[config.mk]
export PLATFORM = sky130hd
export DESIGN_NAME = morse_pattern_decoder_top_flat
export DESIGN_NICKNAME = d
export VERILOG_FILES = /design/src/design/mpd_pkg.sv /design/src/design/mpd_channels.sv /design/src/design/mpd_letter_step.sv /design/src/design/mpd_result_queue.sv /design/src/design/morse_pattern_decoder_top.sv /design/src/flat_wrapper.sv
export SDC_FILE = /design/constraint.sdc
export NUM_CORES = 1
export LEC_CHECK = 0
export BUFFER_PORTS_ARGS = -buffer_cell sky130_fd_sc_hd__buf_2
export CORE_AREA = 2 2 112 114
export DETAILED_ROUTE_END_ITERATION = 10
export DIE_AREA = 0 0 114 116
export GPL_ROUTABILITY_DRIVEN = 1
export REMOVE_ABC_BUFFERS = 1
export SLEW_MARGIN = 20
export SYNTH_ARGS = -nofsm -noshare
export SYNTH_HDL_FRONTEND = slang
export SYNTH_SLANG_ARGS = --single-unit
[constraint.sdc]
create_clock -name clock -period 3.8 [get_ports clock]
set_input_delay 0.19 -clock clock [delete_from_list [all_inputs] [get_ports clock]]
set_output_delay 0.19 -clock clock [all_outputs]
set_load 0.05 [all_outputs]
[src/design/mpd_pkg.sv]
`timescale 1ns / 1ps
package mpd_pkg;

   localparam logic [15:0] CP_REPLACE = 16'hFFFD;
   localparam logic [15:0] CP_SPACE   = 16'h0020;

   localparam logic [7:0] CH_DOT   = 8'h2E;
   localparam logic [7:0] CH_DASH  = 8'h2D;
   localparam logic [7:0] CH_SPACE = 8'h20;
   localparam logic [7:0] CH_SLASH = 8'h2F;

   localparam int QUEUE_DEPTH = 4;
   localparam int QPTR_W      = $clog2(QUEUE_DEPTH);
   localparam int QCNT_W      = $clog2(QUEUE_DEPTH + 1);

   typedef struct packed {
      logic [15:0] code_point;
      logic        last_of_run;
   } result_type;

   // up to two words per input byte, packed from slot0
   typedef struct packed {
      logic [1:0] num;
      result_type slot0;
      result_type slot1;
   } result_pair_type;

   // key is {symbol count, symbols}; symbol i sits in bit i, dash = 1
   function automatic logic [15:0] letter_lookup(input logic [3:0] count,
                                                 input logic [7:0] symbols);
      logic [15:0] cp;
      unique case ({count, symbols})
         {4'd2, 8'b10}:       cp = 16'h0041;
         {4'd4, 8'b0001}:     cp = 16'h0042;
         {4'd4, 8'b0101}:     cp = 16'h0043;
         {4'd3, 8'b001}:      cp = 16'h0044;
         {4'd1, 8'b0}:        cp = 16'h0045;
         {4'd4, 8'b0100}:     cp = 16'h0046;
         {4'd3, 8'b011}:      cp = 16'h0047;
         {4'd4, 8'b0000}:     cp = 16'h0048;
         {4'd2, 8'b00}:       cp = 16'h0049;
         {4'd4, 8'b1110}:     cp = 16'h004A;
         {4'd3, 8'b101}:      cp = 16'h004B;
         {4'd4, 8'b0010}:     cp = 16'h004C;
         {4'd2, 8'b11}:       cp = 16'h004D;
         {4'd2, 8'b01}:       cp = 16'h004E;
         {4'd3, 8'b111}:      cp = 16'h004F;
         {4'd4, 8'b0110}:     cp = 16'h0050;
         {4'd4, 8'b1011}:     cp = 16'h0051;
         {4'd3, 8'b010}:      cp = 16'h0052;
         {4'd3, 8'b000}:      cp = 16'h0053;
         {4'd1, 8'b1}:        cp = 16'h0054;
         {4'd3, 8'b100}:      cp = 16'h0055;
         {4'd4, 8'b1000}:     cp = 16'h0056;
         {4'd3, 8'b110}:      cp = 16'h0057;
         {4'd4, 8'b1001}:     cp = 16'h0058;
         {4'd4, 8'b1101}:     cp = 16'h0059;
         {4'd4, 8'b0011}:     cp = 16'h005A;
         {4'd5, 8'b11110}:    cp = 16'h0031;
         {4'd5, 8'b11100}:    cp = 16'h0032;
         {4'd5, 8'b11000}:    cp = 16'h0033;
         {4'd5, 8'b10000}:    cp = 16'h0034;
         {4'd5, 8'b00000}:    cp = 16'h0035;
         {4'd5, 8'b00001}:    cp = 16'h0036;
         {4'd5, 8'b00011}:    cp = 16'h0037;
         {4'd5, 8'b00111}:    cp = 16'h0038;
         {4'd5, 8'b01111}:    cp = 16'h0039;
         {4'd5, 8'b11111}:    cp = 16'h0030;
         {4'd5, 8'b01010}:    cp = 16'h002B;
         {4'd5, 8'b10001}:    cp = 16'h003D;
         {4'd5, 8'b01001}:    cp = 16'h002F;
         {4'd5, 8'b00010}:    cp = 16'h0026;
         {4'd6, 8'b001100}:   cp = 16'h003F;
         {4'd6, 8'b101100}:   cp = 16'h005F;
         {4'd6, 8'b010010}:   cp = 16'h0022;
         {4'd6, 8'b101010}:   cp = 16'h002E;
         {4'd6, 8'b010110}:   cp = 16'h0040;
         {4'd6, 8'b011110}:   cp = 16'h0027;
         {4'd6, 8'b100001}:   cp = 16'h002D;
         {4'd6, 8'b010101}:   cp = 16'h003B;
         {4'd6, 8'b110101}:   cp = 16'h0021;
         {4'd5, 8'b01101}:    cp = 16'h0028;
         {4'd6, 8'b101101}:   cp = 16'h0029;
         {4'd6, 8'b110011}:   cp = 16'h002C;
         {4'd6, 8'b000111}:   cp = 16'h003A;
         {4'd7, 8'b1001000}:  cp = 16'h0024;
         {4'd4, 8'b1010}:     cp = 16'h00E4;
         {4'd4, 8'b0111}:     cp = 16'h00D6;
         {4'd4, 8'b1100}:     cp = 16'h00DC;
         default:             cp = CP_REPLACE;
      endcase
      return cp;
   endfunction

endpackage

[src/design/mpd_channels.sv]
`timescale 1ns / 1ps
interface mpd_req_if;
   logic       valid;
   logic       ready;
   logic [7:0] pattern_byte;
   logic       end_of_text;

   modport source (output valid, output pattern_byte, output end_of_text, input ready);
   modport sink   (input valid, input pattern_byte, input end_of_text, output ready);
endinterface

interface mpd_rsp_if;
   logic        valid;
   logic        ready;
   logic [15:0] code_point;
   logic        last_of_run;

   modport source (output valid, output code_point, output last_of_run, input ready);
   modport sink   (input valid, input code_point, input last_of_run, output ready);
endinterface

[src/design/mpd_letter_step.sv]
`timescale 1ns / 1ps
module mpd_letter_step #(
   parameter int MAX_SYMBOLS = 7
) (
   input  logic                     clock,
   input  logic                     reset,
   input  logic                     accept,
   input  logic [7:0]               pattern_byte,
   input  logic                     end_of_text,
   output mpd_pkg::result_pair_type pair
);

   localparam int CNT_W = $clog2(MAX_SYMBOLS + 1);
   localparam logic [CNT_W-1:0] MAX_CNT = CNT_W'(MAX_SYMBOLS);

   logic [MAX_SYMBOLS-1:0] symbols_ff, symbols_in;
   logic [CNT_W-1:0]       count_ff, count_in;
   logic                   invalid_ff, invalid_in;
   logic                   after_space_ff, after_space_in;
   logic                   slash_pending_ff, slash_pending_in;

   logic [MAX_SYMBOLS-1:0] sym;
   logic [CNT_W-1:0]       cnt;
   logic                   inv;
   logic                   was_space;
   logic                   slash_next;
   logic                   space_next;
   logic                   word_break;
   logic                   letter_end;
   logic                   first_ok;
   logic [15:0]            letter_cp;

   always_comb begin
      sym        = symbols_ff;
      cnt        = count_ff;
      inv        = invalid_ff;
      was_space  = after_space_ff;
      slash_next = 1'b0;
      space_next = 1'b0;
      word_break = 1'b0;
      letter_end = 1'b0;
      if (slash_pending_ff && pattern_byte == mpd_pkg::CH_SPACE) begin
         word_break = 1'b1;
      end else begin
         // space, slash and then something else: the slash spoils the new letter
         if (slash_pending_ff) begin
            inv       = 1'b1;
            was_space = 1'b0;
         end
         case (pattern_byte) inside
            mpd_pkg::CH_DOT, mpd_pkg::CH_DASH: begin
               if (cnt >= MAX_CNT) begin
                  inv = 1'b1;
               end else begin
                  if (pattern_byte == mpd_pkg::CH_DASH) begin
                     sym = sym | (MAX_SYMBOLS'(1) << cnt);
                  end
                  cnt = cnt + CNT_W'(1);
               end
            end
            mpd_pkg::CH_SPACE: begin
               letter_end = 1'b1;
               space_next = 1'b1;
            end
            mpd_pkg::CH_SLASH: begin
               if (was_space) begin
                  slash_next = 1'b1;
               end else begin
                  inv = 1'b1;
               end
            end
            default: inv = 1'b1;
         endcase
      end
   end

   // an unfinished word break at end of text also spoils the letter
   always_comb begin
      if (inv || slash_next) begin
         letter_cp = mpd_pkg::CP_REPLACE;
      end else begin
         letter_cp = mpd_pkg::letter_lookup(4'(cnt), 8'(sym));
      end
   end

   // once a word goes out the letter is empty, so a trailing end of text gives 0xfffd
   always_comb begin
      first_ok               = word_break | letter_end;
      pair.num               = 2'(first_ok) + 2'(end_of_text);
      pair.slot0.code_point  = word_break ? mpd_pkg::CP_SPACE : letter_cp;
      pair.slot0.last_of_run = !(first_ok && end_of_text);
      pair.slot1.code_point  = mpd_pkg::CP_REPLACE;
      pair.slot1.last_of_run = 1'b1;
   end

   always_comb begin
      if (word_break || letter_end || end_of_text) begin
         symbols_in = '0;
         count_in   = '0;
         invalid_in = 1'b0;
      end else begin
         symbols_in = sym;
         count_in   = cnt;
         invalid_in = inv;
      end
      after_space_in   = space_next & ~end_of_text;
      slash_pending_in = slash_next & ~end_of_text;
   end

   always_ff @(posedge clock) begin
      if (reset) begin
         symbols_ff       <= '0;
         count_ff         <= '0;
         invalid_ff       <= 1'b0;
         after_space_ff   <= 1'b0;
         slash_pending_ff <= 1'b0;
      end else if (accept) begin
         symbols_ff       <= symbols_in;
         count_ff         <= count_in;
         invalid_ff       <= invalid_in;
         after_space_ff   <= after_space_in;
         slash_pending_ff <= slash_pending_in;
      end
   end

endmodule

[src/design/mpd_result_queue.sv]
`timescale 1ns / 1ps
module mpd_result_queue (
   input  logic                     clock,
   input  logic                     reset,
   input  logic                     push,
   input  mpd_pkg::result_pair_type pair,
   output logic                     room,
   output logic                     out_valid,
   input  logic                     out_ready,
   output mpd_pkg::result_type      out_word
);

   mpd_pkg::result_type entries_ff [mpd_pkg::QUEUE_DEPTH];

   logic [mpd_pkg::QPTR_W-1:0] wr_ptr_ff, wr_ptr_in;
   logic [mpd_pkg::QPTR_W-1:0] rd_ptr_ff, rd_ptr_in;
   logic [mpd_pkg::QCNT_W-1:0] count_ff, count_in;
   logic [1:0]                 num_push;
   logic                       pop;

   // room for the worst case of two words from one byte
   assign room      = count_ff <= mpd_pkg::QCNT_W'(mpd_pkg::QUEUE_DEPTH - 2);
   assign out_valid = count_ff != '0;
   assign out_word  = entries_ff[rd_ptr_ff];
   assign pop       = out_valid & out_ready;
   assign num_push  = push ? pair.num : 2'd0;

   always_comb begin
      wr_ptr_in = wr_ptr_ff + mpd_pkg::QPTR_W'(num_push);
      rd_ptr_in = rd_ptr_ff + mpd_pkg::QPTR_W'(pop);
      count_in  = count_ff + mpd_pkg::QCNT_W'(num_push) - mpd_pkg::QCNT_W'(pop);
   end

   always_ff @(posedge clock) begin
      if (reset) begin
         wr_ptr_ff <= '0;
         rd_ptr_ff <= '0;
         count_ff  <= '0;
      end else begin
         wr_ptr_ff <= wr_ptr_in;
         rd_ptr_ff <= rd_ptr_in;
         count_ff  <= count_in;
      end
   end

   always_ff @(posedge clock) begin
      if (num_push != 2'd0) begin
         entries_ff[wr_ptr_ff] <= pair.slot0;
      end
      if (num_push == 2'd2) begin
         entries_ff[wr_ptr_ff + mpd_pkg::QPTR_W'(1)] <= pair.slot1;
      end
   end

endmodule

[src/design/morse_pattern_decoder_top.sv]
`timescale 1ns / 1ps
// a word is registered in the result queue when the byte that causes it is accepted, and rsp shows the queue head
// throughput: one byte per cycle while req ready is high; a byte that ends a letter together with end of text
// gives two words, which leave one at a time through the single rsp port
// req ready drops while the four-entry result queue holds more than two words
// reset (synchronous, active high) clears the pending letter and empties the queue
module morse_pattern_decoder_top #(
   parameter int MAX_SYMBOLS = 7
) (
   input  logic   clock,
   input  logic   reset,
   mpd_req_if.sink   req_ch,
   mpd_rsp_if.source rsp_ch
);

   mpd_pkg::result_pair_type pair;
   mpd_pkg::result_type      out_word;
   logic                     room;
   logic                     accept;

   assign req_ch.ready = room;
   assign accept       = req_ch.valid & room;

   mpd_letter_step #(
      .MAX_SYMBOLS (MAX_SYMBOLS)
   ) u_step (
      .clock        (clock),
      .reset        (reset),
      .accept       (accept),
      .pattern_byte (req_ch.pattern_byte),
      .end_of_text  (req_ch.end_of_text),
      .pair         (pair)
   );

   mpd_result_queue u_queue (
      .clock     (clock),
      .reset     (reset),
      .push      (accept),
      .pair      (pair),
      .room      (room),
      .out_valid (rsp_ch.valid),
      .out_ready (rsp_ch.ready),
      .out_word  (out_word)
   );

   assign rsp_ch.code_point  = out_word.code_point;
   assign rsp_ch.last_of_run = out_word.last_of_run;

endmodule

[src/flat_wrapper.sv]
// flat-port wrapper written by rule: the top's interface ports become plain ports
module morse_pattern_decoder_top_flat 
#(
   parameter int MAX_SYMBOLS = 7
)
  (clock, reset, req_ch_valid, req_ch_pattern_byte, req_ch_end_of_text, req_ch_ready, rsp_ch_valid, rsp_ch_code_point, rsp_ch_last_of_run, rsp_ch_ready);
  mpd_req_if req_ch_i ();
  mpd_rsp_if rsp_ch_i ();
  input  logic clock;
  input  logic reset;
  input wire logic [$bits(req_ch_i.valid)-1:0] req_ch_valid;
  input wire logic [$bits(req_ch_i.pattern_byte)-1:0] req_ch_pattern_byte;
  input wire logic [$bits(req_ch_i.end_of_text)-1:0] req_ch_end_of_text;
  output wire logic [$bits(req_ch_i.ready)-1:0] req_ch_ready;
  output wire logic [$bits(rsp_ch_i.valid)-1:0] rsp_ch_valid;
  output wire logic [$bits(rsp_ch_i.code_point)-1:0] rsp_ch_code_point;
  output wire logic [$bits(rsp_ch_i.last_of_run)-1:0] rsp_ch_last_of_run;
  input wire logic [$bits(rsp_ch_i.ready)-1:0] rsp_ch_ready;
  assign req_ch_i.valid = req_ch_valid;
  assign req_ch_i.pattern_byte = req_ch_pattern_byte;
  assign req_ch_i.end_of_text = req_ch_end_of_text;
  assign req_ch_ready = req_ch_i.ready;
  assign rsp_ch_valid = rsp_ch_i.valid;
  assign rsp_ch_code_point = rsp_ch_i.code_point;
  assign rsp_ch_last_of_run = rsp_ch_i.last_of_run;
  assign rsp_ch_i.ready = rsp_ch_ready;
  morse_pattern_decoder_top #(.MAX_SYMBOLS(MAX_SYMBOLS)) u_core (.clock(clock), .reset(reset), .req_ch(req_ch_i), .rsp_ch(rsp_ch_i));
endmodule
==> results of run 1 <==
[stage by stage]
stage	TNS, ps	worst slack [ps]	total power [mW]
global placement	-1010	-117	1.99
detailed placement	-2400	-187	2.02
finish	0	100	2.82
floorplan	-2480	-164	1.76
global route	-145	-27.8	2.96
CTS	0	27.8	2.84
[per-layer routing]
layer  vias to the layer above  part of all wire  GRT usage  routed length [µm]
met5                         -                 0          0                   0
met4                         0             0.037     0.0943                 567
met3                        44             0.064     0.0387                 978
met2                       183              0.48      0.401                7360
met1                      2305              0.42      0.297                6470
li1                       2245                 -          -                   -
[area by class of cell]
| type | instances | area, µm² | area share |
|---|---|---|---|
| timing repair buffer | 152 | 1090 | 0.185 |
| sequential | 60 | 1200 | 0.205 |
| multi-input combinational | 416 | 3040 | 0.518 |
| clock buffer | 12 | 256 | 0.0437 |
| tap | 147 | 184 | 0.0314 |
| clock inverter | 4 | 47.5 | 0.00811 |
| inverter | 13 | 48.8 | 0.00832 |
[worst register-to-register path: stages, from the launching register on]
cell      delay, ps
dfxtp_2         340
ha_4            170
buf_4           130
ha_1            180
and2_1          170
a41o_1          340
buf_4           200
nor4_2          310
buf_4           160
nand4_1         110
o41ai_2         100
a211oi_1        140
o211ai_2         90
nor3_1           70
buf_4           160
or4_4           560
a221o_1         350
[cells in the final DEF (no fill, tap or decap), types with 5 or more instances in the layout]
master and instances:
a21oi_1 41, a221o_1 12, a31oi_1 6, and2_1 7
buf_2 31, buf_4 117, clkbuf_16 9, dfxtp_1 58
ha_1 11, inv_1 13, mux2i_1 7, mux4_2 10
nand2_1 53, nand3_1 17, nand4_1 7, nor2_1 54
nor3_1 21, nor4_1 7, nor4_2 7, o21ai_0 27
o21bai_1 5, o22ai_1 8, or3_1 8, xnor2_1 6
[kinds of logic (layout without fill, tap and decap cells)]
logic type	after synthesis	count (layout)
AOI/OAI and AO/OA	153	153
xor gates and xnor gates	7	7
buffers and inverters	49	181
DFF	60	60
and+or+nand+nor	220	220
muxes	22	22
adders and majority gates	14	14
[path summary, 6_finish.rpt]
kind                                    from                         endpoint  cells past startpoint
max                u_core.u_step.count_ff[0]  u_core.u_queue.entries_ff[3][1]                     16
min                                    reset       u_core.u_queue.count_ff[1]                      2
max reg2reg        u_core.u_step.count_ff[0]  u_core.u_queue.entries_ff[3][1]                     16
min reg2reg  u_core.u_queue.entries_ff[2][2]  u_core.u_queue.entries_ff[2][2]                      2
[power by group through the flow]
| stage | Clock [mW] | Sequential, mW | Combinational [mW] |
|---|---|---|---|
| 4_1_cts | 0.828 | 0.903 | 1.11 |
| 6_report | 0.819 | 0.902 | 1.10 |
| 3_3_place_gp | 0 | 0.903 | 1.08 |
| 3_5_place_dp | 0 | 0.916 | 1.11 |
| 5_1_grt | 0.860 | 0.923 | 1.18 |
| 2_1_floorplan | 0 | 0.875 | 0.887 |
[timing repair]
item / CTS / global route
buffers inserted: 3 / 6
gates resized for setup: 19 / 22
setup endpoints to repair: 24 / 28
hold endpoints to repair: 0 / 0
pin swaps: 1 / 7
[state kept, by name, indices dropped and copies added (netlist names)]
| register | count |
|---|---|
| u_core.u_queue.entries_ff | 40 |
| u_core.u_step.symbols_ff | 7 |
| u_core.u_queue.count_ff | 3 |
| u_core.u_step.count_ff | 3 |
| u_core.u_queue.rd_ptr_ff | 2 |
| u_core.u_queue.wr_ptr_ff | 2 |
| u_core.u_step.after_space_ff | 1 |
| u_core.u_step.invalid_ff | 1 |
| u_core.u_step.slash_pending_ff | 1 |
==> key figures, run 1 <==
STA
  • Final hold slack: ~210 ps
  • Final slew viol count: 0
  • Final setup fails: 0
  • Worst Tran Pin Value: 724 ps
  • Tmin final: around 3700 ps
  • Period utilization: 0.974
  • Number of hold violations in the final report: 0
  • Max-Slew Margin vs Limit: 0.517
  • Fmax: ~0.27 GHz
  • Final Skew: about 6.8 ps

Clock tree
  • Hold buffers post-CTS: 0
  • Clk root buf: clkbuf_16
  • Clock Path Buffers: 2
  • CTS tree: done
  • Worst-Skew Late Latency: 330 ps
  • # clock sinks: 60
  • Reg clk slew, reported paths: ~50 ps
  • H-tree lvl count: 3
  • CTS buffer count: 9

Cells and area
  • Area delta synth->final: 35.0%
  • Cell area after layout: 5860 µm²
  • # diodes: 0
  • Layout cell share with drive strength beyond 1: 0.361
  • Layout fillers: between 1000 and 1500
  • Layout net count: around 680
  • Fin util: 0.492
  • Fin cells: roughly 800

Power and ir drop
  • Worst ir drop on vdd: between 300 and 400 µV
  • Psw: about 1.1 mW
  • Lkg Pwr: between 2 and 2.5 nW
  • Sw frac: 0.404
  • Clock power frac: 0.290
  • Cell Int Power: about 1.7 mW
  • Logic pwr share: 0.391
  • PwrDens: a little under 500 nW/µm²
  • Sequential power share: 0.319

Placement
  • Dpl cell area: 5290 µm²
  • GP Congestion: around 1
  • IO Port Bufs: 31
  • Placed Cells incl. Taps: slightly below 800
  • DP HPWL: roughly 12 mm

Setup path
  • Critical Path Slowest Stage Cell: or4_4
  • Critical Path Source Type: register
  • Crit Path Category: reg2reg
  • Crit end category: register
  • CP Data Arrival Time: about 3900 ps
  • Reg-to-reg slack, setup: roughly 100 ps
  • Crit-path cells: ha_4 -> buf_4 -> ha_1 -> and2_1 -> a41o_1 -> buf_4 -> nor4_2 -> buf_4 -> nand4_1 -> o41ai_2 -> a211oi_1 -> o211ai_2 -> nor3_1 -> buf_4 -> or4_4 -> a221o_1
  • CP required: ~4000 ps
  • Worst-path maximum fanout: 6
  • Crit path top cell by count: buf_4
  • CP bufs+invs: 4
  • Slowest Stage Delay on Critical Path: between 500 and 600 ps
  • CP delay by family, top: simple AND/OR/NAND/NOR gates

GRT
  • Largest net degree at the start of global routing: 18
  • Tot GR Track Use: 0.235
  • First-pass GRT wire length: about 24 mm
  • Total grt overflow: 0
  • Antenna violations before repair: 0
  • Vias in the first global route: about 4700

Logic synthesis
  • Adder-cell share of the synthesized area: 0.0421
  • Post-Synth Simple-Gate Area: 0.275
  • Portion of netlist area occupied by mux cells: 0.0839
  • Top post-synthesis cells by area: dfxtp_1, a21oi_1, mux4_2
  • Number of enable flip-flop cells after synthesis: 0
  • Area leader, netlist: dfxtp_1
  • Syn Area/Cell: roughly 8.3 µm²
  • Yosys cell types: 75
  • Most used DFF post-synth: dfxtp_1
  • Mapped Area: 4340 µm²
  • Post-synth top cells: dfxtp_1, nor2_1, nand2_1
  • Post-synthesis compound-gate area fraction: 0.240
  • Synth Area in XOR/XNOR: 0.0141
  • Gate Count Post-Synth: 525
  • Register area share after synthesis: 0.277
  • Number of synthesized register bits: 60
  • Most frequent cell after synthesis: dfxtp_1
  • Post-synth top area share: 0.277
  • Async SR Flop Fraction: 0
  • Main combinational cell family by area after synthesis: simple AND/OR/NAND/NOR gates
  • Warnings from Yosys: 0

Detailed routing
  • ANT nets after route: 0
  • Routed WL: around 15 mm
  • Vias/cell: 5.94
  • Via count: between 4000 and 5000
  • Remaining DRCs: 0
  • Post-DR wirelength/cell: around 19 µm
  • 1st-iter DRT viols: between 400 and 500
  • DRT Pass-1 Iters: 5

Die
  • IO Count: 32
  • Die width: ~110 µm
  • Die ar.: around 13000 µm²
  • Core area: between 10000 and 15000 µm²
  • Initial Utilization: 0.364
  • Die Ht: roughly 120 µm
  • Num rows: 40

Min path
  • Worst hold path type: in2reg

Flow run
  • Max-cap viol count: 0

Status
  • Status: finished clean
No activity file was read; power rests on OpenSTA's default activity.
==> run 2: changes to the inputs <==
--- a/config.mk
+++ b/config.mk
@@ -6,9 +6,9 @@
 export NUM_CORES = 1
 export LEC_CHECK = 0
 export BUFFER_PORTS_ARGS = -buffer_cell sky130_fd_sc_hd__buf_2
-export CORE_AREA = 2 2 112 114
+export CORE_AREA = 2 2 113 115
 export DETAILED_ROUTE_END_ITERATION = 10
-export DIE_AREA = 0 0 114 116
+export DIE_AREA = 0 0 115 117
 export GPL_ROUTABILITY_DRIVEN = 1
 export REMOVE_ABC_BUFFERS = 1
 export SLEW_MARGIN = 20
==> key figures, run 2 (synthesized netlist as in run 1, its figures left out) <==
Placement
  • IO Port Bufs: 31 (unchanged)
  • GP Congestion: 1.01 (was 0.999)
  • Placed Cells incl. Taps: 768 (was 779)
  • DP HPWL: 11.4 mm (was 11.7 mm)

Setup path
  • Setup crit end: u_core.u_queue.entries_ff[2][7] (was u_core.u_queue.entries_ff[3][1])
  • Worst-path maximum fanout: 5 (was 6)
  • Critical path depth in cells: 12 (was 16)
  • Crit end category: register (unchanged)
  • Critical Path Source Type: register (unchanged)
  • CP delay by family, top: simple AND/OR/NAND/NOR gates (unchanged)
  • Critical Path Slowest Stage Cell: or4_4 (unchanged)
  • Reg-to-reg slack, setup: 70 ps (was 100 ps)
  • Crit-path cells: ha_2 -> ha_4 -> buf_6 -> and4bb_2 -> o2111a_2 -> a21oi_2 -> or4b_4 -> buf_6 -> o211ai_1 -> nor3_4 -> or4_4 -> a221o_1 (was ha_4 -> buf_4 -> ha_1 -> and2_1 -> a41o_1 -> buf_4 -> nor4_2 -> buf_4 -> nand4_1 -> o41ai_2 -> a211oi_1 -> o211ai_2 -> nor3_1 -> buf_4 -> or4_4 -> a221o_1)
  • CP bufs+invs: 2 (was 4)
  • Critical Path Source: u_core.u_step.count_ff[1] (was u_core.u_step.count_ff[0])
  • CP Data Arrival Time: 3950 ps (was 3910 ps)
  • Slowest Stage Delay on Critical Path: 580 ps (was 560 ps)
  • R2R depth: 12 (was 16)
  • CP required: 4010 ps (about the same)
  • Crit path top cell by count: buf_6 (was buf_4)
  • Crit Path Category: reg2reg (unchanged)
  • Reg-to-Reg End: u_core.u_queue.entries_ff[2][7] (was u_core.u_queue.entries_ff[3][1])
  • Reg2reg start: u_core.u_step.count_ff[1] (was u_core.u_step.count_ff[0])

STA
  • Fmax: 0.268 GHz (was 0.270 GHz)
  • Period utilization: 0.982 (was 0.974)
  • Worst Tran Pin Value: 772 ps (was 724 ps)
  • Final Skew: 5.36 ps (was 6.79 ps)
  • Max-Slew Margin vs Limit: 0.484 (was 0.517)
  • Final slew viol count: 0 (unchanged)
  • Number of hold violations in the final report: 0 (unchanged)
  • Final setup fails: 0 (unchanged)
  • Tmin final: 3730 ps (was 3700 ps)

Die
  • Die Ht: 117 µm (was 116 µm)
  • Die ar.: 13500 µm² (was 13200 µm²)
  • Die width: 115 µm (was 114 µm)
  • Initial Utilization: 0.353 (was 0.364)
  • IO Count: 32 (unchanged)
  • Num rows: 41 (was 40)
  • Core area: 12300 µm² (was 11900 µm²)

Clock tree
  • Hold buffers post-CTS: 0 (unchanged)
  • H-tree lvl count: 3 (unchanged)
  • Worst-Skew Late Latency: 330 ps (about the same)
  • # clock sinks: 60 (unchanged)
  • Reg clk slew, reported paths: 50 ps (about the same)
  • Clk root buf: clkbuf_16 (unchanged)
  • Clock Path Buffers: 2 (unchanged)
  • CTS buffer count: 9 (unchanged)
  • CTS tree: done (unchanged)

Cells and area
  • Biggest register: u_core.u_queue.entries_ff (unchanged)
  • Area delta synth->final: 37.6% (was 35.0%)
  • Most common cell after layout, fill and taps aside: buf_4 (unchanged)
  • Register area: 1200 µm² (about the same)
  • Multi-input gate area: 3230 µm² (was 3040 µm²)
  • Layout net count: 668 (was 679)
  • Most frequent cells in the layout: buf_4, dfxtp_1, nand2_1, nor2_1, a21oi_1 (was buf_4, dfxtp_1, nor2_1)
  • Max FFs per register: 40 (unchanged)
  • # diodes: 0 (unchanged)
  • Fin cells: 796 (was 804)
  • Fin util: 0.485 (was 0.492)
  • Layout cell share with drive strength beyond 1: 0.378 (was 0.361)
  • Layout fillers: 1202 (was 1151)
  • Top flop regs: u_core.u_queue.entries_ff (40), u_core.u_step.symbols_ff (7) (unchanged)

Power and ir drop
  • PwrDens: 474 nW/µm² (was 482 nW/µm²)
  • Worst ir drop on vdd: 364 µV (was 392 µV)
  • Lkg Pwr: 2.30 nW (was 2.31 nW)

Detailed routing
  • Vias/cell: 6.12 (was 5.94)
  • Remaining DRCs: 0 (unchanged)
  • Post-DR wirelength/cell: 19.9 µm (was 19.1 µm)
  • Routed WL: 15.8 mm (was 15.4 mm)
  • DRT Pass-1 Iters: 6 (was 5)
  • Via count: 4873 (was 4777)
  • ANT nets after route: 0 (unchanged)
  • 1st-iter DRT viols: 382 (was 410)

GRT
  • Total grt overflow: 0 (unchanged)
  • Tot GR Track Use: 0.232 (was 0.235)
  • First-pass GRT wire length: 24.2 mm (was 24.3 mm)
  • Antenna violations before repair: 0 (unchanged)
  • Largest net degree at the start of global routing: 18 (unchanged)
  • Vias in the first global route: 4583 (was 4666)

Flow run
  • Max-cap viol count: 0 (unchanged)

Min path
  • Hold Crit Start: reset (unchanged)
  • Worst hold path type: in2reg (unchanged)

Status
  • Status: finished clean (unchanged)
==> run 2: changes by cell type in the layout (fill, tap and decap cells not counted), sizes merged <==
| cell | previous run | this run |
|---|---|---|
| buf | 152 | 140 |
| clkinv | 2 | 3 |
| clkinvlp | 1 | 0 |
| o2111a | 1 | 2 |
==> run 2: final cells by class <==
type	instances	area share
multi-input combinational	417	0.541
inverter	13	0.00817
tap	150	0.0314
timing repair buffer	140	0.169
sequential	60	0.201
clock inverter	4	0.00817
clock buffer	12	0.0413
==> run 2: how the worst min path moves through the flow <==
stage / to / slack [ps] / depth (start not counted)
after floorplan: u_core.u_queue.count_ff[1] / 260 / 1
after global placement: u_core.u_queue.entries_ff[1][0] / 440 / 1
after detailed placement: u_core.u_queue.entries_ff[0][2] / 450 / 2
after CTS: u_core.u_step.after_space_ff / 230 / 4
after global routing: u_core.u_queue.wr_ptr_ff[1] / 260 / 2
final: u_core.u_step.count_ff[2] / 240 / 2
==> run 2: routing by layer <==
layer  GRT usage  share of wire
met4       0.116          0.047
met1       0.286           0.40
met2       0.386           0.48
met5           0              0
met3      0.0494          0.073
==> run 2: repair_timing <==
action	CTS	global route
resized for setup	12	65
buffers inserted	1	11
pin swaps	2	31
gates cloned	0	1
setup endpoints to repair	12	32
hold endpoints to repair	0	0
==> run 2: through the flow <==
stage | hold WS [ps] | setup TNS, ps | power [mW] | setup WS [ps] | instance area (µm²)
5_1_grt | 257 | -268 | 2.96 | -36.9 | 5970
6_report | 236 | 0 | 2.83 | 67.2 | 5970
3_5_place_dp | 448 | -1560 | 2.03 | -220 | 5170
2_1_floorplan | 257 | -2480 | 1.76 | -164 | 4100
4_1_cts | 228 | 0 | 2.85 | 14.3 | 5530
3_3_place_gp | 442 | -2220 | 2.00 | -261 | 5170
==> run 2: where the power goes <==
part	switching (mW)	total (mW)	internal, mW
Combinational	0.756	1.11	0.358
Sequential	0.121	0.906	0.785
Clock	0.288	0.813	0.524
==> run 3: changes to the inputs <==
--- a/config.mk
+++ b/config.mk
@@ -11,6 +11,7 @@
 export DIE_AREA = 0 0 115 117
 export GPL_ROUTABILITY_DRIVEN = 1
 export REMOVE_ABC_BUFFERS = 1
+export SETUP_SLACK_MARGIN = 0.5
 export SLEW_MARGIN = 20
 export SYNTH_ARGS = -nofsm -noshare
 export SYNTH_HDL_FRONTEND = slang
==> key figures, run 3 (synthesized netlist as in run 1, its figures left out) <==
GRT
  • Met3 Track Usage GR: 0.0494 (unchanged)
  • Met2 Track Usage GR: 0.404 (was 0.386)
  • Antenna violations before repair: 0 (unchanged)
  • First-pass GRT wire length: 25.3 mm (was 24.2 mm)
  • Vias in the first global route: 4805 (was 4583)
  • Met1 usage: 0.297 (was 0.286)
  • Most Crowded Layer GR: met2 (unchanged)
  • Tot GR Track Use: 0.243 (was 0.232)
  • Largest net degree at the start of global routing: 18 (unchanged)
  • Total grt overflow: 0 (unchanged)

STA
  • RSZ-0062 raised after global routing: yes
  • Setup tns final: 0 ps (unchanged)
  • Fmax: 0.267 GHz (was 0.268 GHz)
  • Final Skew: 4.79 ps (was 5.36 ps)
  • Worst Tran Pin Value: 753 ps (was 772 ps)
  • Final setup fails: 0 (unchanged)
  • Number of hold violations in the final report: 0 (unchanged)
  • Max-Slew Margin vs Limit: 0.497 (was 0.484)
  • Period utilization: 0.986 (was 0.982)
  • Final slew viol count: 0 (unchanged)
  • Tmin final: 3750 ps (was 3730 ps)

Cells and area
  • Fin cells: 830 (was 796)
  • Area delta synth->final: 51.0% (was 37.6%)
  • Max FFs per register: 40 (unchanged)
  • Top flop regs: u_core.u_queue.entries_ff (40), u_core.u_step.symbols_ff (7) (unchanged)
  • Most frequent cells in the layout: buf_4, dfxtp_1, nand2_1, nor2_1, a21oi_1 (unchanged)
  • Layout net count: 702 (was 668)
  • Fin util: 0.532 (was 0.485)
  • Layout cell share with drive strength beyond 1: 0.454 (was 0.378)
  • # diodes: 0 (unchanged)
  • Cell area after layout: 6550 µm² (was 5970 µm²)
  • Biggest register: u_core.u_queue.entries_ff (unchanged)
  • Layout fillers: 1099 (was 1202)
  • Most common cell after layout, fill and taps aside: buf_4 (unchanged)

Setup path
  • Worst-path maximum fanout: 6 (was 5)
  • Slowest Stage Delay on Critical Path: 550 ps (was 580 ps)
  • Critical Path Source Type: register (unchanged)
  • Reg-to-reg slack, setup: 50 ps (was 70 ps)
  • Crit end category: register (unchanged)
  • CP bufs+invs: 3 (was 2)
  • Critical Path Source: u_core.u_step.count_ff[0] (was u_core.u_step.count_ff[1])
  • CP required: 4010 ps (about the same)
  • CP delay by family, top: simple AND/OR/NAND/NOR gates (unchanged)
  • Reg2reg start: u_core.u_step.count_ff[0] (was u_core.u_step.count_ff[1])
  • CP Data Arrival Time: 3960 ps (was 3950 ps)
  • Crit-path cells: ha_4 -> ha_4 -> buf_6 -> and4bb_4 -> o2111a_2 -> buf_4 -> a21o_1 -> nand3_1 -> o22ai_1 -> nand3_1 -> nand4_1 -> nor3_1 -> buf_4 -> or4_4 -> a221o_1 (was ha_2 -> ha_4 -> buf_6 -> and4bb_2 -> o2111a_2 -> a21oi_2 -> or4b_4 -> buf_6 -> o211ai_1 -> nor3_4 -> or4_4 -> a221o_1)
  • Critical Path Slowest Stage Cell: or4_4 (unchanged)
  • Crit Path Category: reg2reg (unchanged)

Detailed routing
  • 1st-iter DRT viols: 490 (was 382)
  • Post-DR wirelength/cell: 20.2 µm (was 19.9 µm)
  • DRT Pass-1 Iters: 6 (unchanged)
  • Routed WL: 16.8 mm (was 15.8 mm)
  • ANT nets after route: 0 (unchanged)
  • Via count: 5127 (was 4873)
  • Remaining DRCs: 0 (unchanged)
  • Vias/cell: 6.18 (was 6.12)

Placement
  • GP Congestion: 1.01 (unchanged)
  • IO Port Bufs: 31 (unchanged)
  • DP HPWL: 11.4 mm (unchanged)
  • Dpl cell area: 5170 µm² (unchanged)
  • Placed Cells incl. Taps: 768 (unchanged)

Clock tree
  • Clock Path Buffers: 2 (unchanged)
  • Reg clk slew, reported paths: 50 ps (about the same)
  • H-tree lvl count: 3 (unchanged)
  • Clk root buf: clkbuf_16 (unchanged)
  • CTS tree: done (unchanged)
  • # clock sinks: 60 (unchanged)
  • Worst-Skew Late Latency: 330 ps (about the same)
  • CTS buffer count: 9 (unchanged)
  • Hold buffers post-CTS: 0 (unchanged)

Die
  • Die ar.: 13500 µm² (unchanged)
  • IO Count: 32 (unchanged)
  • Initial Utilization: 0.353 (unchanged)
  • Die Ht: 117 µm (unchanged)
  • Core area: 12300 µm² (unchanged)
  • Num rows: 41 (unchanged)
  • Die width: 115 µm (unchanged)

Power and ir drop
  • Worst ir drop on vdd: 363 µV (was 364 µV)
  • Lkg Pwr: 2.53 nW (was 2.30 nW)
  • PwrDens: 435 nW/µm² (was 474 nW/µm²)

Flow run
  • Max-cap viol count: 0 (unchanged)

Status
  • Status: finished clean (unchanged)

Min path
  • Hold Crit Start: reset (unchanged)
  • Worst hold path type: in2reg (unchanged)
## run 3: cell count changes in the layout (fill, tap and decap cells not counted), sizes merged
cell,before,now
buf,140,174
## run 3: path summary, 6_finish.rpt
| kind | to | depth (start not counted) |
|---|---|---|
| setup reg to reg | u_core.u_queue.entries_ff[3][7] | 15 |
| setup / recovery | u_core.u_queue.entries_ff[3][7] | 15 |
| hold / removal | u_core.u_queue.wr_ptr_ff[1] | 2 |
| hold reg to reg | u_core.u_queue.entries_ff[0][2] | 2 |
## run 3: timing repair
action,in CTS,in global routing
pin swaps,41,38
setup buffers,19,26
endpoints found under the setup margin,36,37
cloned,1,0
gates resized for setup,79,78
## run 3: stage by stage
stage               hold WS, ps  power (mW)  worst slack [ps]
floorplan                   257        1.76              -164
global placement            442        2.00              -261
detailed placement          448        2.03              -220
CTS                         228        2.85               128
global route                258        2.97             -86.3
finish                      234        2.85              53.9
## run 3: layout make-up
class,count,area [µm²],area share
clock buffers,12,246,0.0376
clock inverters,4,48.8,0.00745
inverters,13,48.8,0.00745
multi-input cells,417,3490,0.533
flip-flops and latches,60,1200,0.184
well taps,150,188,0.0286
repair buffers,174,1320,0.202
## run 3: where the power goes
group	leakage, nW	switching (mW)	internal, mW
sequential	0.494	0.122	0.785
combinational	1.89	0.762	0.368
clock	0.147	0.289	0.524
total	2.53	1.17	1.68
## run 3: routing by layer
layer  share of wire  vias to the layer above  wire length (µm)
met1            0.38                     2419              6400
met3           0.077                       96              1300
met5               0                        -                 0
met4           0.063                        0              1060
li1                -                     2302                 -
met2            0.48                      310              8030
